File: config.mk
export PLATFORM = sky130hd
export DESIGN_NAME = http_body_chunked_decoder_unit
export DESIGN_NICKNAME = d
export VERILOG_FILES = /design/src/rtl/core/hbcd_pkg.sv /design/src/rtl/core/hbcd_hdr_scan.sv /design/src/rtl/core/hbcd_size_line.sv /design/src/rtl/core/http_body_chunked_decoder_unit.sv
export SDC_FILE = /design/constraint.sdc
export NUM_CORES = 1
export LEC_CHECK = 0
export ABC_AREA = 1
export BUFFER_PORTS_ARGS = -buffer_cell sky130_fd_sc_hd__buf_2
export CELL_PAD_IN_SITES_DETAIL_PLACEMENT = 1
export CELL_PAD_IN_SITES_GLOBAL_PLACEMENT = 1
export CORE_MARGIN = 2
export CORE_UTILIZATION = 30
export DETAILED_ROUTE_END_ITERATION = 10
export PLACE_DENSITY = 0.66
export SLEW_MARGIN = 25
export SYNTH_ARGS = -nofsm -noshare
export SYNTH_HDL_FRONTEND = slang
export SYNTH_SLANG_ARGS = --single-unit
File: constraint.sdc
create_clock -name clk -period 3.2 [get_ports clk]
set_input_delay 0.48 -clock clk [delete_from_list [all_inputs] [get_ports clk]]
set_output_delay 0.48 -clock clk [all_outputs]
set_load 0.005 [all_outputs]
File: src/rtl/core/hbcd_pkg.sv
// Shared types, constants and helper functions for the chunked body decoder.
// No dependencies; imported by every module of the block.
`timescale 1ns / 1ps

package hbcd_pkg;

	localparam int SIZE_BITS = 32;

	localparam logic [7:0] CHAR_CR = 8'h0D;
	localparam logic [7:0] CHAR_LF = 8'h0A;

	// Encoding phrase searched in the header, first character in the top byte
	localparam int PHRASE_LEN = 26;
	localparam int PHRASE_BITS = 8 * PHRASE_LEN;
	localparam logic [PHRASE_BITS-1:0] PHRASE = "Transfer-Encoding: chunked";
	localparam logic [4:0] PHRASE_LAST = 5'(PHRASE_LEN - 1);

	// Header bytes needed ahead of the terminator's final LF for a non-empty header
	localparam logic [2:0] TAIL_MIN = 3'd4;

	// Bytes skipped after each chunk's data
	localparam logic [1:0] SKIP_LEN = 2'd2;

	typedef struct packed {
		logic [7:0] in_byte;
		logic       in_last;
	} in_item_t;

	typedef struct packed {
		logic [7:0] out_byte;
		logic       out_valid;
		logic       out_end;
	} out_item_t;

	typedef struct packed {
		logic ended;
		logic hdr_short;
		logic chunked;
	} hdr_status_t;

	typedef struct packed {
		logic                 line_end;
		logic                 stop;
		logic [SIZE_BITS-1:0] size;
	} size_status_t;

	typedef struct packed {
		logic       is_hex;
		logic [3:0] value;
	} hex_t;

	typedef enum logic [5:0] {
		PH_HEADER = 6'b000001,
		PH_PLAIN  = 6'b000010,
		PH_SIZE   = 6'b000100,
		PH_DATA   = 6'b001000,
		PH_SKIP   = 6'b010000,
		PH_DONE   = 6'b100000
	} phase_t;

	function automatic logic [7:0] phrase_char(input logic [4:0] idx);
		logic [PHRASE_BITS-1:0] sh;
		sh = PHRASE << {idx, 3'b000};
		return sh[PHRASE_BITS-1 -: 8];
	endfunction

	function automatic hex_t hex_decode(input logic [7:0] c);
		hex_t h;
		h.is_hex = 1'b1;
		h.value  = 4'd0;
		if (c >= "0" && c <= "9") begin
			h.value = 4'(c - 8'h30);
		end else if (c >= "a" && c <= "f") begin
			h.value = 4'(c - 8'h57);
		end else if (c >= "A" && c <= "F") begin
			h.value = 4'(c - 8'h37);
		end else begin
			h.is_hex = 1'b0;
		end
		return h;
	endfunction

endpackage

File: src/rtl/core/hbcd_hdr_scan.sv
// Header scanner: end-of-header detection and encoding phrase search.
// Depends on hbcd_pkg.
`timescale 1ns / 1ps

module hbcd_hdr_scan import hbcd_pkg::*; (
	input  logic        clk,
	input  logic        arst_n,
	input  logic        step,
	input  logic        clear,
	input  logic [7:0]  data_in,
	output hdr_status_t status
);

	logic [1:0] crlf_q, crlf_d;
	logic [4:0] match_q, match_d;
	logic       chunked_q, chunked_d;
	logic [2:0] tail_q, tail_d;
	logic       ended;

	always_comb begin
		ended = 1'b0;
		case (crlf_q)
			2'd0: crlf_d = (data_in == CHAR_CR) ? 2'd1 : 2'd0;
			2'd1: crlf_d = (data_in == CHAR_LF) ? 2'd2 :
				(data_in == CHAR_CR) ? 2'd1 : 2'd0;
			2'd2: crlf_d = (data_in == CHAR_CR) ? 2'd3 : 2'd0;
			default: begin
				ended  = (data_in == CHAR_LF);
				crlf_d = (data_in == CHAR_CR) ? 2'd1 : 2'd0;
			end
		endcase
		if (ended) begin
			crlf_d = 2'd0;
		end

		// plain restart on mismatch, no partial-prefix fallback
		match_d   = match_q;
		chunked_d = chunked_q;
		if (!chunked_q) begin
			if (match_q <= PHRASE_LAST && data_in == phrase_char(match_q)) begin
				match_d = match_q + 5'd1;
			end else begin
				match_d = (data_in == phrase_char(5'd0)) ? 5'd1 : 5'd0;
			end
			if (match_d > PHRASE_LAST) begin
				chunked_d = 1'b1;
				match_d   = 5'd0;
			end
		end

		tail_d = (tail_q < TAIL_MIN) ? tail_q + 3'd1 : tail_q;
	end

	assign status.ended     = step & ended;
	assign status.hdr_short = (tail_q < TAIL_MIN);
	assign status.chunked   = chunked_d;

	always_ff @(posedge clk or negedge arst_n) begin
		if (!arst_n) begin
			crlf_q    <= 2'd0;
			match_q   <= 5'd0;
			chunked_q <= 1'b0;
			tail_q    <= 3'd0;
		end else if (clear) begin
			crlf_q    <= 2'd0;
			match_q   <= 5'd0;
			chunked_q <= 1'b0;
			tail_q    <= 3'd0;
		end else if (step) begin
			crlf_q    <= crlf_d;
			match_q   <= match_d;
			chunked_q <= chunked_d;
			tail_q    <= tail_d;
		end
	end

endmodule

File: src/rtl/core/hbcd_size_line.sv
// Chunk-size line parser: hex accumulation with saturation, line end detection.
// Depends on hbcd_pkg.
`timescale 1ns / 1ps

module hbcd_size_line import hbcd_pkg::*; (
	input  logic         clk,
	input  logic         arst_n,
	input  logic         step,
	input  logic         clear,
	input  logic [7:0]   data_in,
	output size_status_t status
);

	logic [SIZE_BITS-1:0] accum_q, accum_d;
	logic                 digits_done_q, digits_done_d;
	logic                 nonzero_q, nonzero_d;
	logic                 prev_cr_q;
	logic                 line_end;
	hex_t                 hex;

	assign hex      = hex_decode(data_in);
	assign line_end = prev_cr_q && (data_in == CHAR_LF);

	always_comb begin
		accum_d       = accum_q;
		digits_done_d = digits_done_q;
		nonzero_d     = nonzero_q | prev_cr_q | (data_in != CHAR_CR);
		if (!digits_done_q) begin
			if (!hex.is_hex) begin
				digits_done_d = 1'b1;
			end else if (accum_q[SIZE_BITS-1 -: 4] != 4'd0) begin
				accum_d = '1;
			end else begin
				accum_d = {accum_q[SIZE_BITS-5:0], hex.value};
			end
		end
	end

	assign status.line_end = step & line_end;
	assign status.stop     = !nonzero_q || (accum_q == '0);
	assign status.size     = accum_q;

	always_ff @(posedge clk or negedge arst_n) begin
		if (!arst_n) begin
			accum_q       <= '0;
			digits_done_q <= 1'b0;
			nonzero_q     <= 1'b0;
			prev_cr_q     <= 1'b0;
		end else if (clear || (step && line_end)) begin
			accum_q       <= '0;
			digits_done_q <= 1'b0;
			nonzero_q     <= 1'b0;
			prev_cr_q     <= 1'b0;
		end else if (step) begin
			accum_q       <= accum_d;
			digits_done_q <= digits_done_d;
			nonzero_q     <= nonzero_d;
			prev_cr_q     <= (data_in == CHAR_CR);
		end
	end

endmodule

File: src/rtl/core/http_body_chunked_decoder_unit.sv
// Top level of the HTTP body extractor with chunked transfer decoding.
// Depends on hbcd_pkg, hbcd_hdr_scan and hbcd_size_line.
`timescale 1ns / 1ps

// Usage
//   Input channel  byte_valid / byte_stall / byte_data: one response byte per
//   transaction, with in_last set on the final byte of a response.
//   Output channel body_valid / body_stall / body_data: one transaction per
//   forwarded body byte (out_valid = 1), plus one for the final input byte
//   (out_end = 1, out_valid = 1 only if that byte is itself body).
//   Header bytes, size lines, chunk trailers and bytes after the last chunk
//   produce no transaction.
// Throughput: one byte per cycle while body_stall does not hold a result. Each
//   byte's whole step is a few compares, one 32-bit decrement and a 4-bit hex
//   shift-in between the input register and the result register; the
//   phase/counter feedback closes within that step.
// Path: a byte taken is held in the input register and stepped from there;
//   its result is registered in the output register that drives body_valid.
// Stall: a stalled result sits in the output register and holds the input
//   register with it, so byte_stall follows body_stall whenever both hold a
//   transaction, even for a byte that would give no result.
// Reset: arst_n clears all state to header search; the final byte of each
//   response does the same, so responses can follow back to back.

module http_body_chunked_decoder_unit import hbcd_pkg::*; (
	input  logic      clk,
	input  logic      arst_n,
	input  logic      byte_valid,
	output logic      byte_stall,
	input  in_item_t  byte_data,
	output logic      body_valid,
	input  logic      body_stall,
	output out_item_t body_data
);

	// input register
	in_item_t  item_s1;
	logic      vld_s1;
	logic      adv_s1;
	logic      byte_fire;

	// output register
	out_item_t res_s2;
	logic      vld_s2;

	// decoder state
	phase_t               phase_q, phase_d;
	logic [SIZE_BITS-1:0] remain_q, remain_d;
	logic [1:0]           skip_q, skip_d;

	logic         emit;
	logic         last;
	logic         has_res;
	hdr_status_t  hdr;
	size_status_t sz;

	assign last      = item_s1.in_last;
	assign byte_fire = byte_valid && !byte_stall;

	// s1 moves on unless the output register holds a stalled result
	assign adv_s1     = vld_s1 && (!vld_s2 || !body_stall);
	assign byte_stall = vld_s1 && !adv_s1;

	hbcd_hdr_scan u_hdr (
		.clk     (clk),
		.arst_n  (arst_n),
		.step    (adv_s1 && (phase_q == PH_HEADER)),
		.clear   (adv_s1 && last),
		.data_in (item_s1.in_byte),
		.status  (hdr)
	);

	hbcd_size_line u_size (
		.clk     (clk),
		.arst_n  (arst_n),
		.step    (adv_s1 && (phase_q == PH_SIZE)),
		.clear   (adv_s1 && last),
		.data_in (item_s1.in_byte),
		.status  (sz)
	);

	// Per-byte phase step
	always_comb begin
		phase_d  = phase_q;
		remain_d = remain_q;
		skip_d   = skip_q;
		emit     = 1'b0;
		unique case (phase_q)
			PH_HEADER: begin
				if (hdr.ended) begin
					if (hdr.hdr_short) begin
						phase_d = PH_DONE;
					end else if (hdr.chunked) begin
						phase_d = PH_SIZE;
					end else begin
						phase_d = PH_PLAIN;
					end
				end
			end
			PH_PLAIN: begin
				emit = 1'b1;
			end
			PH_SIZE: begin
				if (sz.line_end) begin
					if (sz.stop) begin
						phase_d = PH_DONE;
					end else begin
						remain_d = sz.size;
						phase_d  = PH_DATA;
					end
				end
			end
			PH_DATA: begin
				if (remain_q != '0) begin
					emit     = 1'b1;
					remain_d = remain_q - SIZE_BITS'(1);
				end
				if (remain_d == '0) begin
					phase_d = PH_SKIP;
					skip_d  = SKIP_LEN;
				end
			end
			PH_SKIP: begin
				if (skip_q != 2'd0) begin
					skip_d = skip_q - 2'd1;
				end
				if (skip_d == 2'd0) begin
					phase_d = PH_SIZE;
				end
			end
			default: begin
				// done: drop until the final byte
			end
		endcase
	end

	assign has_res = emit || last;

	always_ff @(posedge clk or negedge arst_n) begin
		if (!arst_n) begin
			phase_q  <= PH_HEADER;
			remain_q <= '0;
			skip_q   <= 2'd0;
		end else if (adv_s1) begin
			if (last) begin
				phase_q  <= PH_HEADER;
				remain_q <= '0;
				skip_q   <= 2'd0;
			end else begin
				phase_q  <= phase_d;
				remain_q <= remain_d;
				skip_q   <= skip_d;
			end
		end
	end

	// input register
	always_ff @(posedge clk or negedge arst_n) begin
		if (!arst_n) begin
			vld_s1 <= 1'b0;
		end else if (byte_fire) begin
			vld_s1 <= 1'b1;
		end else if (adv_s1) begin
			vld_s1 <= 1'b0;
		end
	end

	always_ff @(posedge clk) begin
		if (byte_fire) begin
			item_s1 <= byte_data;
		end
	end

	// output register
	always_ff @(posedge clk or negedge arst_n) begin
		if (!arst_n) begin
			vld_s2 <= 1'b0;
		end else if (adv_s1 && has_res) begin
			vld_s2 <= 1'b1;
		end else if (!body_stall) begin
			vld_s2 <= 1'b0;
		end
	end

	always_ff @(posedge clk) begin
		if (adv_s1 && has_res) begin
			res_s2.out_byte  <= emit ? item_s1.in_byte : 8'd0;
			res_s2.out_valid <= emit;
			res_s2.out_end   <= last;
		end
	end

	assign body_valid = vld_s2;
	assign body_data  = res_s2;

	// Checks

	a_res_has_content: assert property (@(posedge clk) disable iff (!arst_n)
		body_valid |-> (body_data.out_valid || body_data.out_end))
		else $error("result transaction with neither body byte nor end mark");

	a_last_returns_header: assert property (@(posedge clk) disable iff (!arst_n)
		(adv_s1 && last) |=> (phase_q == PH_HEADER))
		else $error("final byte did not return decoder to header search");

	a_data_count_live: assert property (@(posedge clk) disable iff (!arst_n)
		(phase_q == PH_DATA) |-> (remain_q != '0))
		else $error("chunk data phase with zero bytes remaining");

	a_skip_count_live: assert property (@(posedge clk) disable iff (!arst_n)
		(phase_q == PH_SKIP) |-> (skip_q != 2'd0))
		else $error("skip phase with zero bytes to skip");

endmodule

# [Word level (Yosys, flattened, before mapping)]
# Index checks and enable logic that the tools add are counted.
[word_totals] ff_bits=107 inputBits=13 out_inout_bits=12 wordCells=170
[op_classes] addsub=7 magnitude_cmp=9 n_eq_ne=20 n_shift=1 muxes=67 n_bitwise=4 n_reduce_logical=44
[op_table] cell="$mux 32" n=10
[op_table] cell="$shl 207x8->208 const A" n=1
[op_table] cell="$logic_not 32->1" n=2
[op_table] cell="$pmux 32 s2" n=1
[op_table] cell="$mux 6" n=7
[op_table] cell="$reduce_bool 32->1" n=1
[op_table] cell="$sub 32x1->32 const B" n=1
[op_table] cell="$mux 5" n=6
[op_table] cell="$pmux 6 s4" n=1
[op_table] cell="$mux 1" n=23
[op_table] cell="$mux 2" n=9
[op_table] cell="$eq 8x4->1 const B" n=2
[op_table] cell="$ge 8x7->1 const B" n=2
[op_table] cell="$le 8x7->1 const B" n=2
[op_table] cell="$ne 3x3->1 const B" n=5
[op_table] cell="$logic_and 1x1->1" n=13
[op_table] cell="$mux 3" n=4
[op_table] cell="$mux 4" n=3
[op_table] cell="$reduce_bool 2->1" n=6
[op_table] cell="$eq 8x7->1 const B" n=1
[op_table] cell="$eq 8x8->1" n=1
[op_table] cell="$ge 8x6->1 const B" n=1
[op_table] cell="$le 8x6->1 const B" n=1
[op_table] cell="$ne 8x4->1 const B" n=1
[op_table] cell="other kinds (32)" n=48

# [Depth between registers and ports, before layout]
# Gate-level depths: netlist of the first run.
[logic_depth] ltp_word=13 mapped_depth=20 ltp_nobuf=19

# [Hierarchy]
# Synthesis of the first run repeated with hierarchy kept, for this count alone.
[unflattened] hier_cells=1022 area_unflattened_um2=7108.1
[modules_own_cells] mod="http_body_chunked_decoder_unit" instances=1 cells_each=572 area_per_inst_um2=3982.6 seq_area_each_um2=1622.8
[modules_own_cells] mod="hbcd_size_line" instances=1 cells_each=216 area_per_inst_um2=1741.7 seq_area_each_um2=875.8
[modules_own_cells] mod="hbcd_hdr_scan" instances=1 cells_each=234 area_per_inst_um2=1383.8 seq_area_each_um2=275.3

# [Least setup slack after synthesis of the first run]
# Ideal clock, no wire load.
[synth_path] path_type="reg2reg" from="register remain_q[0]" to="register res_s2, in the netlist body_data[0], enable pin" arrival_ns=2.325 setup_slack_ns=0.485 stages_incl_launch_ff=11 n_path_buf=1 period_less_slack_ns=2.715 cell_sequence="dfrtp_1 > inv_1 > ha_1 > buf_2 > nand2_4 > nor2_4 > nand2_4 > nor2_8 > o21ai_0 > clkinv_1 > o21ai_0"
[synth_via] elab_chain_cells=5
[synth_lines] element="from (decl)" line_no="http_body_chunked_decoder_unit.sv:48" text="logic [SIZE_BITS-1:0] remain_q, remain_d;"
[synth_lines] element="from (signal assigned)" line_no="http_body_chunked_decoder_unit.sv:151" text="remain_q <= remain_d;"
[synth_lines] element="$reduce_bool 32->1" line_no="http_body_chunked_decoder_unit.sv:114" text="if (remain_q != '0) begin"
[synth_lines] element="$mux 1" line_no="http_body_chunked_decoder_unit.sv:114"
[synth_lines] element="$pmux 1 s2" line_no="http_body_chunked_decoder_unit.sv:88" text="unique case (phase_q)"
[synth_lines] element="net emit" line_no="http_body_chunked_decoder_unit.sv:51" text="logic emit;"
[synth_lines] element="$logic_or 1x1->1" line_no="http_body_chunked_decoder_unit.sv:137" text="assign has_res = emit || last;"
[synth_lines] element="$logic_and 1x1->1" line_no="http_body_chunked_decoder_unit.sv:186" text="if (adv_s1 && has_res) begin"
[synth_lines] element="to (decl)" line_no="http_body_chunked_decoder_unit.sv:43" text="out_item_t res_s2;"
# The timed path passes the listed nets, and every way through them passes these cells.
# A chain may end at the register's enable or synchronous reset.

# [Final worst setup path of the first run]
[layout_path] from="register remain_q[0]" to="register res_s2, in the netlist body_data[3], enable pin"
# Same word-level chain as after synthesis.

==> results.md, run 1 <==
* Async set or reset register ratio after synthesis at 82.24%
* Slew Viols, Final at 0
* Internal reg-to-reg setup slack at 410 ps
* Deepest level of the CTS H-tree at 3
* Net count of the mapped netlist at 959
* Reg-to-reg startpoint: remain_q[0]
* Leakage at 0.003648 µW
* Count of endpoints failing setup in the final report at 0
* Number of enable-type register cells in the synthesized netlist at 19
* Pre-CTS setup slack at 249.7 ps
* Post-synthesis instance area at 6668 µm²
* Final period utilization at 87.18%
* Setup repair after global routing missed its margin: no
* Number of hold buffers added after cts at 0
* Setup ws final at 410.3 ps
* Slew at the pin with the worst max-slew slack at 862.6 ps
* Clock period minus final worst setup slack at 2790 ps
* Crit path max fanout at 10
* GRT Residual Overflow at 0
* Flip-flop and latch count after synthesis at 107
* CTS Buf Count at 9
* Type of the setup path with the least slack: flop to flop
* Commonest non-fill, non-tap cells in the layout: sky130_fd_sc_hd__nand2_1 (231), sky130_fd_sc_hd__nor2_1 (153), sky130_fd_sc_hd__inv_1 (105)
* Unique cell type count in the Yosys netlist at 47
* Core Region at 21820 µm²
* Largest cells by area after synthesis: sky130_fd_sc_hd__dfrtp_1 (33%), sky130_fd_sc_hd__nand2_1 (13%), sky130_fd_sc_hd__nor2_1 (8.6%), sky130_fd_sc_hd__edfxtp_1 (8.6%), sky130_fd_sc_hd__inv_1 (5.9%)
* Dominant cell type by area after synthesis: sky130_fd_sc_hd__dfrtp_1
* Drt wl/cell at 17.05 µm
* Number of fillers in the final layout at 2734
* Data arrival at the endpoint of the critical path at 2870 ps
* Syn_area_per_cell at 7.185 µm²
* Clock tree buffer depth at 2
* Height of the die at 153.1 µm
* Area growth syn-to-layout at 11.63%
* Critical path launch point type: flop
* Count of routing violations after the opening detailed-route iteration at 271
* Antenna violations before repair at 0
* Placed wire-length estimate at 16570 µm
* Largest voltage drop on the vdd net at 275.0 µV
* Top achievable clock speed at 0.3585 GHz
* Hold WC Path Type: primary input to asynchronous set/reset pin
* Total routed wirelength at 21070 µm
* Share of post-route cells with drive strength above 1 at 7.741%
* Predominant post-synthesis flop cell: sky130_fd_sc_hd__dfrtp_1
* Commonest non-fill, non-tap cell in the layout: sky130_fd_sc_hd__nand2_1
* Power density over the cells at 393.3 nW/µm²
* Yosys warnings at 0
* Wire length of the first global-routing pass at 34360 µm
* Critical register-to-register path endpoint: body_data[3]
* Reg2Reg Depth at 10
* Total power draw at 2927 µW
* Total count of hold-check failures in the final report at 0
* Number of violations of the max-capacitance limit at 0
* Number of antenna cells inserted at 0
* Combined flip-flop and latch cell area at 2774 µm²
* Via total after detailed routing at 6195
* Initial cell density of the core at 30.55%
* Maximum number of pins on one net before global-route repair at 59
* Proportion of netlist area held by the largest area contributor at 32.65%
* Cell Rows at 54
* # IOs at 25
* Clock-pin slew of the registers on the worst-case setup and hold paths at 80 ps
* Number of buffers added on ports at 24
* Antenna viol nets, final at 0
* Clock latency on the worst-skew pair at 370 ps
* Die Width at 153.1 µm
* Post-detailed-route DRC marker count at 0
* Total Neg Setup Slack at 0 ps
* Number of nets in the finished design at 982
* CTS tree: yes
* Relative slew slack at 41.00%
* Via count of the first global-routing pass at 6316
* Final core utilization at 34.11%
* Run status: complete, no violations
* Die ar. at 23430 µm²
* CTS Sinks at 107
* Sequential area share after synthesis at 41.60%
* WP data required at 3280 ps
* Element type at the critical path end: flop
* Maximum clock skew at final layout at 17.40 ps
* Root Buffer Master: sky130_fd_sc_hd__clkbuf_16
* Via count normalized by instance count at 5.012
* Cell count after synthesis at 928
* First-pass iteration count of the detailed router at 5
* Area occupied by multi-input gates at 3358 µm²
* All-layer global routing usage at 18.40%
* Routability Congestion at 0.8385
==> state kept, by name (all words and copies together) (netlist names), 2 cells and up <==
signal          cells
u_hdr.match_q       5
u_hdr.crlf_q        2
body_data          10
phase_q             6
u_hdr.tail_q        3
u_size.accum_q     32
item_s1             8
skip_q              2
remain_q           32
==> per-layer routing <==
layer / track usage (%) / wire length, µm
met1: 26.90 / 10630
met2: 29.49 / 9741
met4: 3.395 / 166
met5: 0 / 0
met3: 2.268 / 530
==> stage by stage <==
step           instances  hold slack [ps]  instance area (µm²)
6_report            1236            187.9                 7443
5_1_grt             1236            242.1                 7443
3_5_place_dp        1220            490.9                 7129
4_1_cts             1236            229.4                 7438
3_3_place_gp        1220            480.8                 7129
2_1_floorplan        928            184.4                 6668
==> critical path, stage by stage, from the launching register on <==
cell and delay (ps):
sky130_fd_sc_hd__dfrtp_1 370, sky130_fd_sc_hd__inv_1 120, sky130_fd_sc_hd__ha_1 340, sky130_fd_sc_hd__nand2_4 170, sky130_fd_sc_hd__nor2_4 60, sky130_fd_sc_hd__nand2_4 100, sky130_fd_sc_hd__nor2_8 60, sky130_fd_sc_hd__o21ai_0 460
sky130_fd_sc_hd__clkinv_1 180, sky130_fd_sc_hd__o21ai_0 370, sky130_fd_sc_hd__buf_4 270
==> cells by family (layout without fill, tap and decap cells) <==
logic type	count (synthesis)	after routing	synth area share, %
buf+inv	137	165	8.106
xor+xnor	16	16	2.102
fa+ha+maj	18	18	3.378
flops	107	107	41.60
simple gates	487	487	30.64
compound gates	163	163	14.17
==> how the worst max path moves through the flow <==
stage                start            to  slack (ps)  cells past startpoint
2_1_floorplan  remain_q[0]  body_data[0]         480                     10
5_1_grt        remain_q[0]    phase_q[3]          80                     17
3_3_place_gp    item_s1[1]   remain_q[3]         360                     12
3_5_place_dp    item_s1[1]   remain_q[4]         250                     12
4_1_cts         item_s1[1]   remain_q[4]         200                     12
6_report       remain_q[0]  body_data[3]         410                     10
==> power by group <==
part	total (µW)	switching, µW	internal, µW	leakage, µW
Sequential	1470	31.6	1430	0.00140
Clock	1170	605	565	0.000150
Combinational	292	210	81.5	0.00210
Total	2930	847	2080	0.00365
==> cell usage after synthesis (2+ instances only) <==
master,instances
sky130_fd_sc_hd__a21oi_1,14
sky130_fd_sc_hd__o41ai_1,2
sky130_fd_sc_hd__nand4_1,22
sky130_fd_sc_hd__a31oi_1,3
sky130_fd_sc_hd__nor4_1,3
sky130_fd_sc_hd__edfxtp_1,19
sky130_fd_sc_hd__buf_6,2
sky130_fd_sc_hd__nor2_2,4
sky130_fd_sc_hd__nand2_1,231
sky130_fd_sc_hd__nor2_1,153
sky130_fd_sc_hd__xor2_1,16
sky130_fd_sc_hd__o22ai_1,46
sky130_fd_sc_hd__inv_1,105
sky130_fd_sc_hd__and3_1,2
sky130_fd_sc_hd__o2111ai_1,2
sky130_fd_sc_hd__clkbuf_1,18
sky130_fd_sc_hd__o31ai_1,3
sky130_fd_sc_hd__o211ai_1,5
sky130_fd_sc_hd__ha_1,18
sky130_fd_sc_hd__dfrtp_1,87
sky130_fd_sc_hd__nand2_2,4
sky130_fd_sc_hd__nor3_1,5
sky130_fd_sc_hd__nand3_1,56
sky130_fd_sc_hd__nand2_4,2
sky130_fd_sc_hd__clkinv_1,2
sky130_fd_sc_hd__o21ai_1,7
sky130_fd_sc_hd__buf_2,6
sky130_fd_sc_hd__o21ai_0,71
sky130_fd_sc_hd__nor2_4,2
==> cell type report <==
type	count	share of cell area [%]
clock inverters	7	1.126
multi-input cells	684	45.12
flip-flops and latches	107	37.27
repair buffers	39	3.160
well taps	280	4.707
inverters	110	5.598
clock buffers	9	3.026
==> what timing repair did <==
item | 4_1_cts | 5_1_grt
buffers inserted | 0 | 0
setup endpoints to repair | 0 | 6
resized for setup | 0 | 1
Power figures use the tool's default switching activity.
==> run 2: changes to the inputs <==
--- a/config.mk
+++ b/config.mk
@@ -10,9 +10,9 @@
 export CELL_PAD_IN_SITES_DETAIL_PLACEMENT = 1
 export CELL_PAD_IN_SITES_GLOBAL_PLACEMENT = 1
 export CORE_MARGIN = 2
-export CORE_UTILIZATION = 30
+export CORE_UTILIZATION = 46
 export DETAILED_ROUTE_END_ITERATION = 10
-export PLACE_DENSITY = 0.66
+export PLACE_DENSITY = 0.92
 export SLEW_MARGIN = 25
 export SYNTH_ARGS = -nofsm -noshare
 export SYNTH_HDL_FRONTEND = slang
==> run 2 against run 1 <==
Global-route usage is 11 points higher. Non-clock buffer count is 2 lower. Critical path depth is 2 higher. Count of clock-buffer cells in the layout stayed put. Sequential power hardly changed. First-iteration DRC count is 87% higher. Via count is 7.0% higher. Final cell count is 8.3% lower. Combinational power is 3% higher. Clock power is 5% higher. Die area is 34% lower. Critical endpoint is now remain_q[19]. Largest cell class unchanged. Largest power group unchanged.
==> results.md, run 2 (same netlist as run 1, synthesis figures left out) <==
* Run status: complete, no violations
* Total Neg Setup Slack at 0 ps
* Clock-pin slew of the registers on the worst-case setup and hold paths at 70 ps
* Antenna violations before repair at 0
* All-layer global routing usage at 29.14%
* # IOs at 25
* Setup repair after global routing missed its margin: no
* Height of the die at 124.4 µm
* Part of the power in registers at 49.0%
* Type of the setup path with the least slack: flop to flop
* Cell Rows at 43
* Total routed wirelength at 21720 µm
* Deepest level of the CTS H-tree at 3
* Final period utilization at 91.00%
* Wire length of the first global-routing pass at 36560 µm
* Via count of the first global-routing pass at 7165
* Routability Congestion at 0.8971
* Number of nets in the finished design at 980
* Crit path max fanout at 18
* Die Width at 124.4 µm
* Power density over the cells at 409.7 nW/µm²
* Largest voltage drop on the vdd net at 265.6 µV
* Number of fillers in the final layout at 1833
* Clock tree buffer depth at 2
* Clock latency on the worst-skew pair at 360 ps
* Final cell area excluding filler cells at 7318 µm²
* # resized after CTS at 0
* CTS Buf Count at 9
* Clock power share at 41.0%
* Element type at the critical path end: flop
* Via count normalized by instance count at 5.845
* Number of buffers added on ports at 24
* Clock period minus final worst setup slack at 2912 ps
* Initial cell density of the core at 47.48%
* Internal Pwr Total at 2202 µW
* Sw Pwr at 796.5 µW
* Hold slack at 191.8 ps
* Final core utilization at 52.12%
* CTS tree: yes
* CTS Sinks at 107
* Area growth syn-to-layout at 9.758%
* Die ar. at 15470 µm²
* Hold WC Path Type: primary input to asynchronous set/reset pin
* Slew at the pin with the worst max-slew slack at 836.7 ps
* Part of the total power dissipated in combinational logic at 10.1%
* Data arrival at the endpoint of the critical path at 3170 ps
* Placed wire-length estimate at 16420 µm
* Relative slew slack at 42.78%
* Number of violations of the max-capacitance limit at 0
* Commonest non-fill, non-tap cells in the layout: sky130_fd_sc_hd__nand2_1 (231), sky130_fd_sc_hd__nor2_1 (153), sky130_fd_sc_hd__inv_1 (105)
* Drt wl/cell at 19.15 µm
* Top achievable clock speed at 0.3434 GHz
* GRT Residual Overflow at 0
* Via total after detailed routing at 6628
* Maximum clock skew at final layout at 9.386 ps
* Count of endpoints failing setup in the final report at 0
* Number of antenna cells inserted at 0
* Leakage at 0.003649 µW
* Commonest non-fill, non-tap cell in the layout: sky130_fd_sc_hd__nand2_1
* Total count of hold-check failures in the final report at 0
* Critical path launch point type: flop
* Post-detailed-route DRC marker count at 0
* Slew Viols, Final at 0
* Net switching share of the total power at 26.56%
* Number of hold buffers added after cts at 0
* Core Region at 14040 µm²
* Count of routing violations after the opening detailed-route iteration at 506
* Antenna viol nets, final at 0
* First-pass iteration count of the detailed router at 5
* Share of post-route cells with drive strength above 1 at 7.547%
* Root Buffer Master: sky130_fd_sc_hd__clkbuf_16
* WP data required at 3460 ps
* Setup Buffers After CTS at 0
* Internal reg-to-reg setup slack at 290 ps
* Maximum number of pins on one net before global-route repair at 59
* Placed cell areas at 7002 µm²
[run 2: worst paths after layout]
kind / start / end / cells past startpoint
setup / recovery: item_s1[1] / remain_q[19] / 12
hold / removal: arst_n / u_hdr.tail_q[1] / 1
setup reg to reg: item_s1[1] / remain_q[19] / 12
hold reg to reg: u_hdr.tail_q[0] / u_hdr.tail_q[0] / 1
max in group asynchronous: arst_n / remain_q[6] / 2
min in group clk: byte_data[8] / item_s1[8] / 1
[run 2: critical path: stages (launching register included)]
cell and delay [ps]:
sky130_fd_sc_hd__edfxtp_1 510, sky130_fd_sc_hd__inv_1 270, sky130_fd_sc_hd__ha_1 210, sky130_fd_sc_hd__nand4_1 100, sky130_fd_sc_hd__inv_1 110, sky130_fd_sc_hd__nand3_1 110, sky130_fd_sc_hd__nand2_1 80, sky130_fd_sc_hd__nand2_1 70
sky130_fd_sc_hd__a31oi_1 180, sky130_fd_sc_hd__nand2_2 200, sky130_fd_sc_hd__nor2_2 420, sky130_fd_sc_hd__inv_2 290, sky130_fd_sc_hd__o22ai_1 260
[run 2: cell type report]
type                       instances  area (µm²)  area share (%)
clock buffer                       9       225.2           3.077
clock inverter                     7       91.34           1.248
inverter                         110       416.7           5.693
multi-input combinational        684        3353           45.82
sequential                       107        2774           37.90
tap                              180       225.2           3.077
timing repair buffer              37       232.7           3.180
[run 2: routing by layer]
metal / routed length, µm / global-route usage (%) / up-vias
met5: 0 / 0 / -
met4: 894 / 14.41 / 0
met3: 853 / 3.393 / 60
met2: 10770 / 50.69 / 172
met1: 9197 / 35.79 / 3300
li1: - / - / 3096
[run 2: metrics by stage]
stage,worst slack [ps],cells,power (µW)
3_5_place_dp,388.6,1118,1790
2_1_floorplan,484.6,928,1665
3_3_place_gp,488.7,1118,1774
4_1_cts,313.7,1134,3002
5_1_grt,81.42,1134,3093
6_report,288.0,1134,2999
[run 2: power groups by stage]
stage               clock, µW  sequential, µW  combinational, µW
floorplan                   0            1490                180
global placement            0            1490                281
detailed placement          0            1490                295
CTS                      1230            1470                300
global route             1280            1470                339
finish                   1230            1470                301
